===== src/hw/rtl/rgb_text_command_parser_defines.svh =====
// Assertion macros shared by the RGB text command parser RTL.
`ifndef RGB_TEXT_COMMAND_PARSER_DEFINES_SVH
`define RGB_TEXT_COMMAND_PARSER_DEFINES_SVH

// Same-cycle implication, checked on clk outside reset.
`define RGBTP_ASSERT_NOW(label, cond, expect_now) \
    label: assert property (@(posedge clk) disable iff (!rst_n) (cond) |-> (expect_now)) \
        else $error("rgbtp assertion failed");

// Next-cycle implication, checked on clk outside reset.
`define RGBTP_ASSERT_NEXT(label, cond, expect_next) \
    label: assert property (@(posedge clk) disable iff (!rst_n) (cond) |=> (expect_next)) \
        else $error("rgbtp assertion failed");

`endif


===== src/hw/rtl/rgbtp_pkg.sv =====
// Package: character codes, command and status codes, parser state types.
`default_nettype none

package rgbtp_pkg;

    // Character codes
    localparam logic [7:0] CHAR_LF    = 8'd10;
    localparam logic [7:0] CHAR_CR    = 8'd13;
    localparam logic [7:0] CHAR_TAB   = 8'd9;
    localparam logic [7:0] CHAR_VT    = 8'd11;
    localparam logic [7:0] CHAR_FF    = 8'd12;
    localparam logic [7:0] CHAR_SPACE = 8'd32;
    localparam logic [7:0] CHAR_PLUS  = 8'd43;
    localparam logic [7:0] CHAR_COMMA = 8'd44;
    localparam logic [7:0] CHAR_MINUS = 8'd45;
    localparam logic [7:0] CHAR_ZERO  = 8'd48;
    localparam logic [7:0] CHAR_NINE  = 8'd57;
    localparam logic [7:0] CHAR_QUERY = 8'd63;
    localparam logic [7:0] CHAR_UP_B  = 8'd66;
    localparam logic [7:0] CHAR_UP_C  = 8'd67;
    localparam logic [7:0] CHAR_UP_G  = 8'd71;
    localparam logic [7:0] CHAR_UP_H  = 8'd72;
    localparam logic [7:0] CHAR_UP_R  = 8'd82;
    localparam logic [7:0] CHAR_LO_A  = 8'd97;
    localparam logic [7:0] CHAR_LO_Z  = 8'd122;
    localparam logic [7:0] CASE_OFFSET = 8'd32;

    // Magnitude saturation point and last field index of a C line
    localparam logic [8:0] MAG_SAT    = 9'd256;
    localparam logic [1:0] LAST_FIELD = 2'd2;

    // Result status codes
    localparam logic [3:0] ST_RED     = 4'd0;
    localparam logic [3:0] ST_GREEN   = 4'd1;
    localparam logic [3:0] ST_BLUE    = 4'd2;
    localparam logic [3:0] ST_ALL     = 4'd3;
    localparam logic [3:0] ST_HELP    = 4'd4;
    localparam logic [3:0] ST_SHOW    = 4'd5;
    localparam logic [3:0] ST_RANGE   = 4'd6;
    localparam logic [3:0] ST_FORMAT  = 4'd7;
    localparam logic [3:0] ST_UNKNOWN = 4'd8;

    typedef enum logic [2:0] {
        CMD_R       = 3'd0,
        CMD_G       = 3'd1,
        CMD_B       = 3'd2,
        CMD_C       = 3'd3,
        CMD_H       = 3'd4,
        CMD_SHOW    = 3'd5,
        CMD_UNKNOWN = 3'd6
    } cmd_t;

    typedef enum logic [1:0] {
        PH_SKIP   = 2'd0,
        PH_SIGN   = 2'd1,
        PH_DIGITS = 2'd2,
        PH_DONE   = 2'd3
    } phase_t;

    // Per-line parse state
    typedef struct packed {
        logic       line_started;
        cmd_t       cmd;
        logic [1:0] field_number;
        phase_t     phase;
        logic       negative;
        logic [8:0] magnitude;
        logic       first_nonempty;
        logic [7:0] pending_red;
        logic [7:0] pending_green;
        logic       pending_ok;
    } line_state_t;

    localparam line_state_t LINE_CLEAR = '{
        line_started:   1'b0,
        cmd:            CMD_R,
        field_number:   2'd0,
        phase:          PH_SKIP,
        negative:       1'b0,
        magnitude:      9'd0,
        first_nonempty: 1'b0,
        pending_red:    8'd0,
        pending_green:  8'd0,
        pending_ok:     1'b1
    };

    // One result as produced by the parser
    typedef struct packed {
        logic       fire;
        logic [3:0] status;
        logic [7:0] red;
        logic [7:0] green;
        logic [7:0] blue;
    } result_t;

    function automatic logic is_blank(input logic [7:0] c);
        return (c == CHAR_SPACE) || (c == CHAR_TAB) || (c == CHAR_VT) || (c == CHAR_FF);
    endfunction

    function automatic logic is_digit(input logic [7:0] c);
        return (c >= CHAR_ZERO) && (c <= CHAR_NINE);
    endfunction

    function automatic cmd_t decode_command(input logic [7:0] c);
        logic [7:0] u;
        cmd_t       k;
        u = ((c >= CHAR_LO_A) && (c <= CHAR_LO_Z)) ? (c - CASE_OFFSET) : c;
        case (u)
            CHAR_UP_R:  k = CMD_R;
            CHAR_UP_G:  k = CMD_G;
            CHAR_UP_B:  k = CMD_B;
            CHAR_UP_C:  k = CMD_C;
            CHAR_UP_H:  k = CMD_H;
            CHAR_QUERY: k = CMD_SHOW;
            default:    k = CMD_UNKNOWN;
        endcase
        return k;
    endfunction

    // Value 0..255, with "-0" allowed
    function automatic logic field_ok(input logic neg, input logic [8:0] mag);
        return !mag[8] && !(neg && (mag != 9'd0));
    endfunction

endpackage

`default_nettype wire


===== src/hw/rtl/rgbtp_parser.sv =====
// Line parser: per-line state, color registers and the result of a line end.
`default_nettype none
`include "rgb_text_command_parser_defines.svh"

module rgbtp_parser (
    input  wire logic              clk,
    input  wire logic              rst_n,
    input  wire logic              step,
    input  wire logic [7:0]        char_in,
    output rgbtp_pkg::result_t     res
);
    import rgbtp_pkg::*;

    line_state_t st_reg, st_next;
    logic [7:0]  red_reg, red_next;
    logic [7:0]  green_reg, green_next;
    logic [7:0]  blue_reg, blue_next;

    logic        line_end;
    logic        digit;
    logic [3:0]  digit_val;
    logic [11:0] mag_x10;
    logic        cur_ok;

    assign line_end  = (char_in == CHAR_LF) || (char_in == CHAR_CR);
    assign digit     = is_digit(char_in);
    assign digit_val = 4'(char_in - CHAR_ZERO);
    assign cur_ok    = field_ok(st_reg.negative, st_reg.magnitude);
    // m*10 + d, at most 2569
    assign mag_x10   = ({3'b0, st_reg.magnitude} << 3) + ({3'b0, st_reg.magnitude} << 1)
                     + {8'b0, digit_val};

    // Next state and result for the byte on char_in
    always_comb
    begin
        st_next    = st_reg;
        red_next   = red_reg;
        green_next = green_reg;
        blue_next  = blue_reg;
        res.fire   = 1'b0;
        res.status = ST_UNKNOWN;

        if (line_end)
        begin
            if (st_reg.line_started)
            begin
                res.fire = 1'b1;
                case (st_reg.cmd)
                    CMD_R:
                    begin
                        if (cur_ok)
                        begin
                            red_next   = st_reg.magnitude[7:0];
                            res.status = ST_RED;
                        end
                        else
                            res.status = ST_RANGE;
                    end
                    CMD_G:
                    begin
                        if (cur_ok)
                        begin
                            green_next = st_reg.magnitude[7:0];
                            res.status = ST_GREEN;
                        end
                        else
                            res.status = ST_RANGE;
                    end
                    CMD_B:
                    begin
                        if (cur_ok)
                        begin
                            blue_next  = st_reg.magnitude[7:0];
                            res.status = ST_BLUE;
                        end
                        else
                            res.status = ST_RANGE;
                    end
                    CMD_C:
                    begin
                        if ((st_reg.field_number != LAST_FIELD) || !st_reg.first_nonempty)
                            res.status = ST_FORMAT;
                        else if (!cur_ok || !st_reg.pending_ok)
                            res.status = ST_RANGE;
                        else
                        begin
                            red_next   = st_reg.pending_red;
                            green_next = st_reg.pending_green;
                            blue_next  = st_reg.magnitude[7:0];
                            res.status = ST_ALL;
                        end
                    end
                    CMD_H:    res.status = ST_HELP;
                    CMD_SHOW: res.status = ST_SHOW;
                    default:  res.status = ST_UNKNOWN;
                endcase
            end
            st_next = LINE_CLEAR;
        end
        else if (!st_reg.line_started)
        begin
            // Command byte opens the line
            if (!is_blank(char_in))
            begin
                st_next              = LINE_CLEAR;
                st_next.line_started = 1'b1;
                st_next.cmd          = decode_command(char_in);
            end
        end
        else if ((st_reg.cmd == CMD_C) && (st_reg.field_number < LAST_FIELD)
                 && (char_in == CHAR_COMMA))
        begin
            // Field separator of a C line
            if (cur_ok)
            begin
                if (st_reg.field_number == 2'd0)
                    st_next.pending_red = st_reg.magnitude[7:0];
                else
                    st_next.pending_green = st_reg.magnitude[7:0];
            end
            else
                st_next.pending_ok = 1'b0;
            st_next.field_number = st_reg.field_number + 2'd1;
            st_next.phase        = PH_SKIP;
            st_next.negative     = 1'b0;
            st_next.magnitude    = 9'd0;
        end
        else
        begin
            if ((st_reg.cmd == CMD_C) && (st_reg.field_number == 2'd0))
                st_next.first_nonempty = 1'b1;
            // Number scanner
            case (st_reg.phase)
                PH_SKIP:
                begin
                    if (is_blank(char_in))
                        st_next.phase = PH_SKIP;
                    else if ((char_in == CHAR_PLUS) || (char_in == CHAR_MINUS))
                    begin
                        st_next.negative = (char_in == CHAR_MINUS);
                        st_next.phase    = PH_SIGN;
                    end
                    else if (digit)
                    begin
                        st_next.magnitude = {5'b0, digit_val};
                        st_next.phase     = PH_DIGITS;
                    end
                    else
                        st_next.phase = PH_DONE;
                end
                PH_SIGN:
                begin
                    if (digit)
                    begin
                        st_next.magnitude = {5'b0, digit_val};
                        st_next.phase     = PH_DIGITS;
                    end
                    else
                        st_next.phase = PH_DONE;
                end
                PH_DIGITS:
                begin
                    if (digit)
                        st_next.magnitude = (mag_x10 > {3'b0, MAG_SAT}) ? MAG_SAT
                                                                          : mag_x10[8:0];
                    else
                        st_next.phase = PH_DONE;
                end
                default: st_next.phase = st_reg.phase;
            endcase
        end

        res.red   = red_next;
        res.green = green_next;
        res.blue  = blue_next;
    end

    // State registers
    always_ff @(posedge clk or negedge rst_n)
    begin
        if (!rst_n)
        begin
            st_reg    <= LINE_CLEAR;
            red_reg   <= 8'd0;
            green_reg <= 8'd0;
            blue_reg  <= 8'd0;
        end
        else if (step)
        begin
            st_reg    <= st_next;
            red_reg   <= red_next;
            green_reg <= green_next;
            blue_reg  <= blue_next;
        end
    end

    // Colors move only on a transfer of a line end
    `RGBTP_ASSERT_NEXT(a_color_hold, !(step && line_end),
        $stable(red_reg) && $stable(green_reg) && $stable(blue_reg))
    // A line end always closes the line
    `RGBTP_ASSERT_NEXT(a_line_closed, step && line_end, !st_reg.line_started)
    // At most two commas are counted
    `RGBTP_ASSERT_NOW(a_field_bound, 1'b1, st_reg.field_number <= LAST_FIELD)

endmodule

`default_nettype wire


===== src/hw/rtl/rgb_text_command_parser.sv =====
// Top level: input register, line parser and result register.
`default_nettype none
`include "rgb_text_command_parser_defines.svh"

// RGB text command parser. Takes one received byte per transfer on the input
// channel and gives one result (status plus current red, green and blue) for
// each line that holds a command, when its CR or LF arrives. It takes one byte
// every clock while in_stall is low: a byte is held in the input register, the
// parser updates its line state from it, and a result is written to the result
// register as the line end leaves the input register. in_stall rises only when
// a line end that closes a command line waits in the input register while the
// result register still holds a result that has not been taken; other bytes
// keep flowing meanwhile.
module rgb_text_command_parser (
    input  wire logic       clk,
    input  wire logic       rst_n,
    input  wire logic       in_valid,
    output logic            in_stall,
    input  wire logic [7:0] rx_byte,
    output logic            out_valid,
    input  wire logic       out_stall,
    output logic [3:0]      status,
    output logic [7:0]      red,
    output logic [7:0]      green,
    output logic [7:0]      blue
);
    import rgbtp_pkg::*;

    logic       in_valid_reg;
    logic [7:0] byte_reg;
    logic       out_valid_reg;
    logic [3:0] status_reg;
    logic [7:0] red_reg;
    logic [7:0] green_reg;
    logic [7:0] blue_reg;

    result_t    res;
    logic       advance;
    logic       in_take;
    logic       out_take;
    logic       out_free;

    rgbtp_parser u_parser (
        .clk     (clk),
        .rst_n   (rst_n),
        .step    (advance),
        .char_in (byte_reg),
        .res     (res)
    );

    // Handshake control
    assign out_take = out_valid_reg && !out_stall;
    assign out_free = !out_valid_reg || !out_stall;
    assign advance  = in_valid_reg && (!res.fire || out_free);
    assign in_stall = in_valid_reg && !advance;
    assign in_take  = in_valid && !in_stall;

    // Input register
    always_ff @(posedge clk or negedge rst_n)
    begin
        if (!rst_n)
            in_valid_reg <= 1'b0;
        else if (in_take)
            in_valid_reg <= 1'b1;
        else if (advance)
            in_valid_reg <= 1'b0;
    end

    always_ff @(posedge clk)
    begin
        if (in_take)
            byte_reg <= rx_byte;
    end

    // Result register
    always_ff @(posedge clk or negedge rst_n)
    begin
        if (!rst_n)
            out_valid_reg <= 1'b0;
        else if (advance && res.fire)
            out_valid_reg <= 1'b1;
        else if (out_take)
            out_valid_reg <= 1'b0;
    end

    always_ff @(posedge clk)
    begin
        if (advance && res.fire)
        begin
            status_reg <= res.status;
            red_reg    <= res.red;
            green_reg  <= res.green;
            blue_reg   <= res.blue;
        end
    end

    assign out_valid = out_valid_reg;
    assign status    = status_reg;
    assign red       = red_reg;
    assign green     = green_reg;
    assign blue      = blue_reg;

    // Input is held back only by an untaken result
    `RGBTP_ASSERT_NOW(a_stall_cause, in_stall, out_valid_reg && out_stall && res.fire)
    // Status codes stay within the defined set
    `RGBTP_ASSERT_NOW(a_status_range, out_valid_reg, status_reg <= ST_UNKNOWN)
    // A result never overwrites one that is still waiting
    `RGBTP_ASSERT_NEXT(a_no_overwrite, out_valid_reg && out_stall,
        out_valid_reg && $stable(status_reg) && $stable(red_reg))

endmodule

`default_nettype wire


===== config.mk =====
export PLATFORM = sky130hd
export DESIGN_NAME = rgb_text_command_parser
export DESIGN_NICKNAME = d
export VERILOG_FILES = /design/src/hw/rtl/rgbtp_pkg.sv /design/src/hw/rtl/rgbtp_parser.sv /design/src/hw/rtl/rgb_text_command_parser.sv
export VERILOG_INCLUDE_DIRS = /design/src /design/src/hw/rtl
export SDC_FILE = /design/constraint.sdc
export NUM_CORES = 1
export LEC_CHECK = 0
export BUFFER_PORTS_ARGS = -buffer_cell sky130_fd_sc_hd__buf_4
export CAP_MARGIN = 20
export CELL_PAD_IN_SITES_DETAIL_PLACEMENT = 1
export CELL_PAD_IN_SITES_GLOBAL_PLACEMENT = 1
export CORE_ASPECT_RATIO = 1.4
export CORE_MARGIN = 10
export CORE_UTILIZATION = 30
export DETAILED_ROUTE_END_ITERATION = 8
export GPL_TIMING_DRIVEN = 0
export PLACE_DENSITY = 0.57
export SYNTH_ARGS = -nofsm -noshare
export SYNTH_HDL_FRONTEND = slang
export SYNTH_HIERARCHICAL = 1
export SYNTH_SLANG_ARGS = --single-unit

===== constraint.sdc =====
create_clock -name clk -period 3.7 [get_ports clk]
set_clock_uncertainty 0.15 [all_clocks]
set_input_delay 0.555 -clock clk [delete_from_list [all_inputs] [get_ports clk]]
set_output_delay 0.555 -clock clk [all_outputs]
set_load 0.1 [all_outputs]

==> out/qor.csv <==
stage,metric,value,unit
hold_path,hold_class,input port to asynchronous set/reset pin,
floorplan,dieWidth,134,um
global_routing,track_usage,12.3,%
synth,syn_area_per_cell,10.8,sq um
placed_design,portBuffers,41,
floorplan,coreArea,17900,sq um
cts,clockBufferDepth,2,
synth,synth_common_cells,"dfrtp_1, nand2_1, edfxtp_1",
synth,synth_flop_cell,dfrtp_1,
global_routing,antenna_found_initial,0,
cells_and_area,largest_reg_flops,36,
drt,route.vias.total,4080,
drt,drt-vias-per-instance,5.09,
setup_path,cp.arrival,3620,ps
global_routing,grt_max_degree,63,
setup_path,critPathCaptureType,register,
power_and_ir_drop,internal_power,2320,uW
global_routing,grt_pass1_vias,4540,
drt,drcViolationCount,0,
cells_and_area,drive_gt1_share,19.6,%
setup_path,rrSetupSlack,150,ps
cells_and_area,syn_to_final_growth,17.6,%
power_and_ir_drop,powerDensity,610,nW/um^2
synth,syn_area,5430,sq um
synth,synth_area_leaders,"dfrtp_1, edfxtp_1, ha_1, nand2_1, a21oi_1",
timing,finalCritPeriodShare,95.9,%
timing,setup_violations,0,
drt,finalWirelength,14.5,mm
synth,yosysUniqueCellTypes,72,
synth,synth_edf_count,36,
synth,synth_nets,541,
floorplan,std_cell_rows,58,
setup_path,cp_data_required_time,3780,ps
cts,cts_tree,yes,
setup_path,crit_path_start_kind,register,
setup_path,critPathKind,register to register,
drt,highest_layer,met4,
timing,finalHoldViolations,0,
cells_and_area,nNetsFinal,594,
cts,cts_buffers,9,
power_and_ir_drop,p_sw,1580,uW
drt,wl_met1,6.13,mm
setup_path,worstPathMaxFanout,9,
synth,synth_most_common_cell,dfrtp_1,
synth,synth_top_area_share,28.1,%
status,outcome,"finished, final reports clean",
timing,maxSlewHeadroom,35.0,%
power_and_ir_drop,peakVddDrop,241,uV
synth,synth_seq_cells,98,
placed_design,place_congestion,0.821,
floorplan,fp.dieH,179,um
timing,max_freq,0.282,GHz
drt,dr.pass1.iters,4,
power_and_ir_drop,p_clk_share,24.1,%
power_and_ir_drop,p_leak,0.00275,uW
synth,syn_inst,503,
cells_and_area,final_core_util,35.8,%
drt,wl_met2,7.68,mm
drt,ant_nets,0,
power_and_ir_drop,sw_frac_of_total,40.5,%
cts,ctsHtreeMaxLevel,3,
floorplan,dieArea,24000,sq um
global_routing,grt_overflow,0,
timing,drv_slew,0,
placed_design,dp_hpwl,10.6,mm
synth,seq_area_frac_synth,48.5,%
drt,initialDrtViolationCount,214,
placed_design,dpl_cell_area,6050,sq um
cts,clkSlewWorstSetupHoldPaths,70,ps
synth,synthArstFlopShare,63.3,%
cts,clock_latency,340,ps
floorplan,ioPinCount,42,
floorplan,initial_core_util,30.4,%
global_routing,grt_pass1_wl,23.6,mm
synth,ys_warn_count,6,
cts,cts_hold_buf,0,
drt,wire_per_inst,18.1,um
cells_and_area,finalInstanceArea,6390,sq um
cells_and_area,fill_cells,2046,
timing,tightest_slew,967,ps
synth,synth_largest_area_cell,dfrtp_1,
cts,cts_root_buf,clkbuf_16,
power_and_ir_drop,seqPwrFrac,37.4,%
timing,layout_min_cycle_time,3550,ps
cells_and_area,diodes,0,
cts,clkSinkCount,98,
power_and_ir_drop,combPwrFrac,38.5,%
job,drv_cap,0,
drt,wl_met3,356,um
[power by group through the flow]
stage	clock network, uW	logic (uW)	registers, uW
6_report	939	1500	1460
2_1_floorplan	0	1110	1390
3_3_place_gp	0	1440	1470
3_5_place_dp	0	1480	1480
5_1_grt	1010	1700	1480
4_1_cts	972	1490	1460
[area by class of cell]
type                       count  area (sq um)  share of cell area (%)
sequential                    98          2640                    41.3
buffer                        20           108                    1.68
clock buffer                  10           239                    3.74
inverter                      28           109                    1.70
clock inverter                 6          55.1                   0.862
multi-input combinational    357          2620                    40.9
tap                          240           300                    4.70
timing repair buffer          42           328                    5.13
[layer usage]
layer | vias up | track usage (%)
li1 | 1964 | -
met1 | 2050 | 13.6
met3 | 20 | 2.27
met2 | 46 | 22.7
met5 | - | 0
met4 | 0 | 4.82
[cells in the final DEF (no fill, tap or decap), types with 7 or more instances in the layout]
cell       count
nand2_1       52
inv_1         27
a21o_1        18
ha_1          24
buf_2          9
mux2i_1       11
nand2b_1       7
nor2_1        35
nor3_1         8
o21ai_0       29
clkbuf_16      9
edfxtp_1      36
a21oi_1       27
mux2_4         8
a22o_1        15
a22oi_1       16
mux2_2         9
dfrtp_1       59
buf_4         42
[through the flow]
stage	hold WS, ps	setup WS, ps	power, uW	cells	setup TNS, ps
after floorplan	109	187	2500	503	0
after global placement	316	-749	2910	784	-22120
after detailed placement	322	-135	2960	784	-1440
after CTS	195	26.5	3920	800	0
after global routing	217	-2.24	4190	801	-2.24
final	153	151	3900	801	0
[path summary, 6_finish.rpt]
path,cells past startpoint,endpoint,startpoint
worst max register to register,11,u_parser/st_reg[19],u_parser/st_reg[19]
worst min-delay path,1,u_parser/red_reg[0],rst_n
min in group clk,1,byte_reg[5],rx_byte[5]
worst min register to register,2,u_parser/st_reg[3],u_parser/st_reg[3]
worst max-delay path,11,u_parser/st_reg[19],u_parser/st_reg[19]
max in group asynchronous,1,u_parser/st_reg[18],rst_n
[repair_timing]
item,CTS,global route
setup buffers,0,1
pin swaps,0,1
resized for setup,1,6
setup endpoints to repair,16,24
[kinds of logic after synthesis]
group           Yosys count  synth area share [%]
mux                      28                  6.10
fa+ha+maj                26                  6.26
xor+xnor                  7                  1.13
flops                    98                  48.5
compound gates          141                  18.0
simple gates            155                  16.1
buf+inv                  48                  3.89
[critical path, cell delays in order (launching register included)]
cell	delay, ps
dfrtp_1	610
ha_1	320
ha_1	240
inv_1	80
fa_1	220
nor2b_1	70
o31a_1	290
or4_1	420
a31oi_1	150
a22oi_1	120
a221o_1	420
o41ai_1	320
Power figures use the tool's default switching activity.
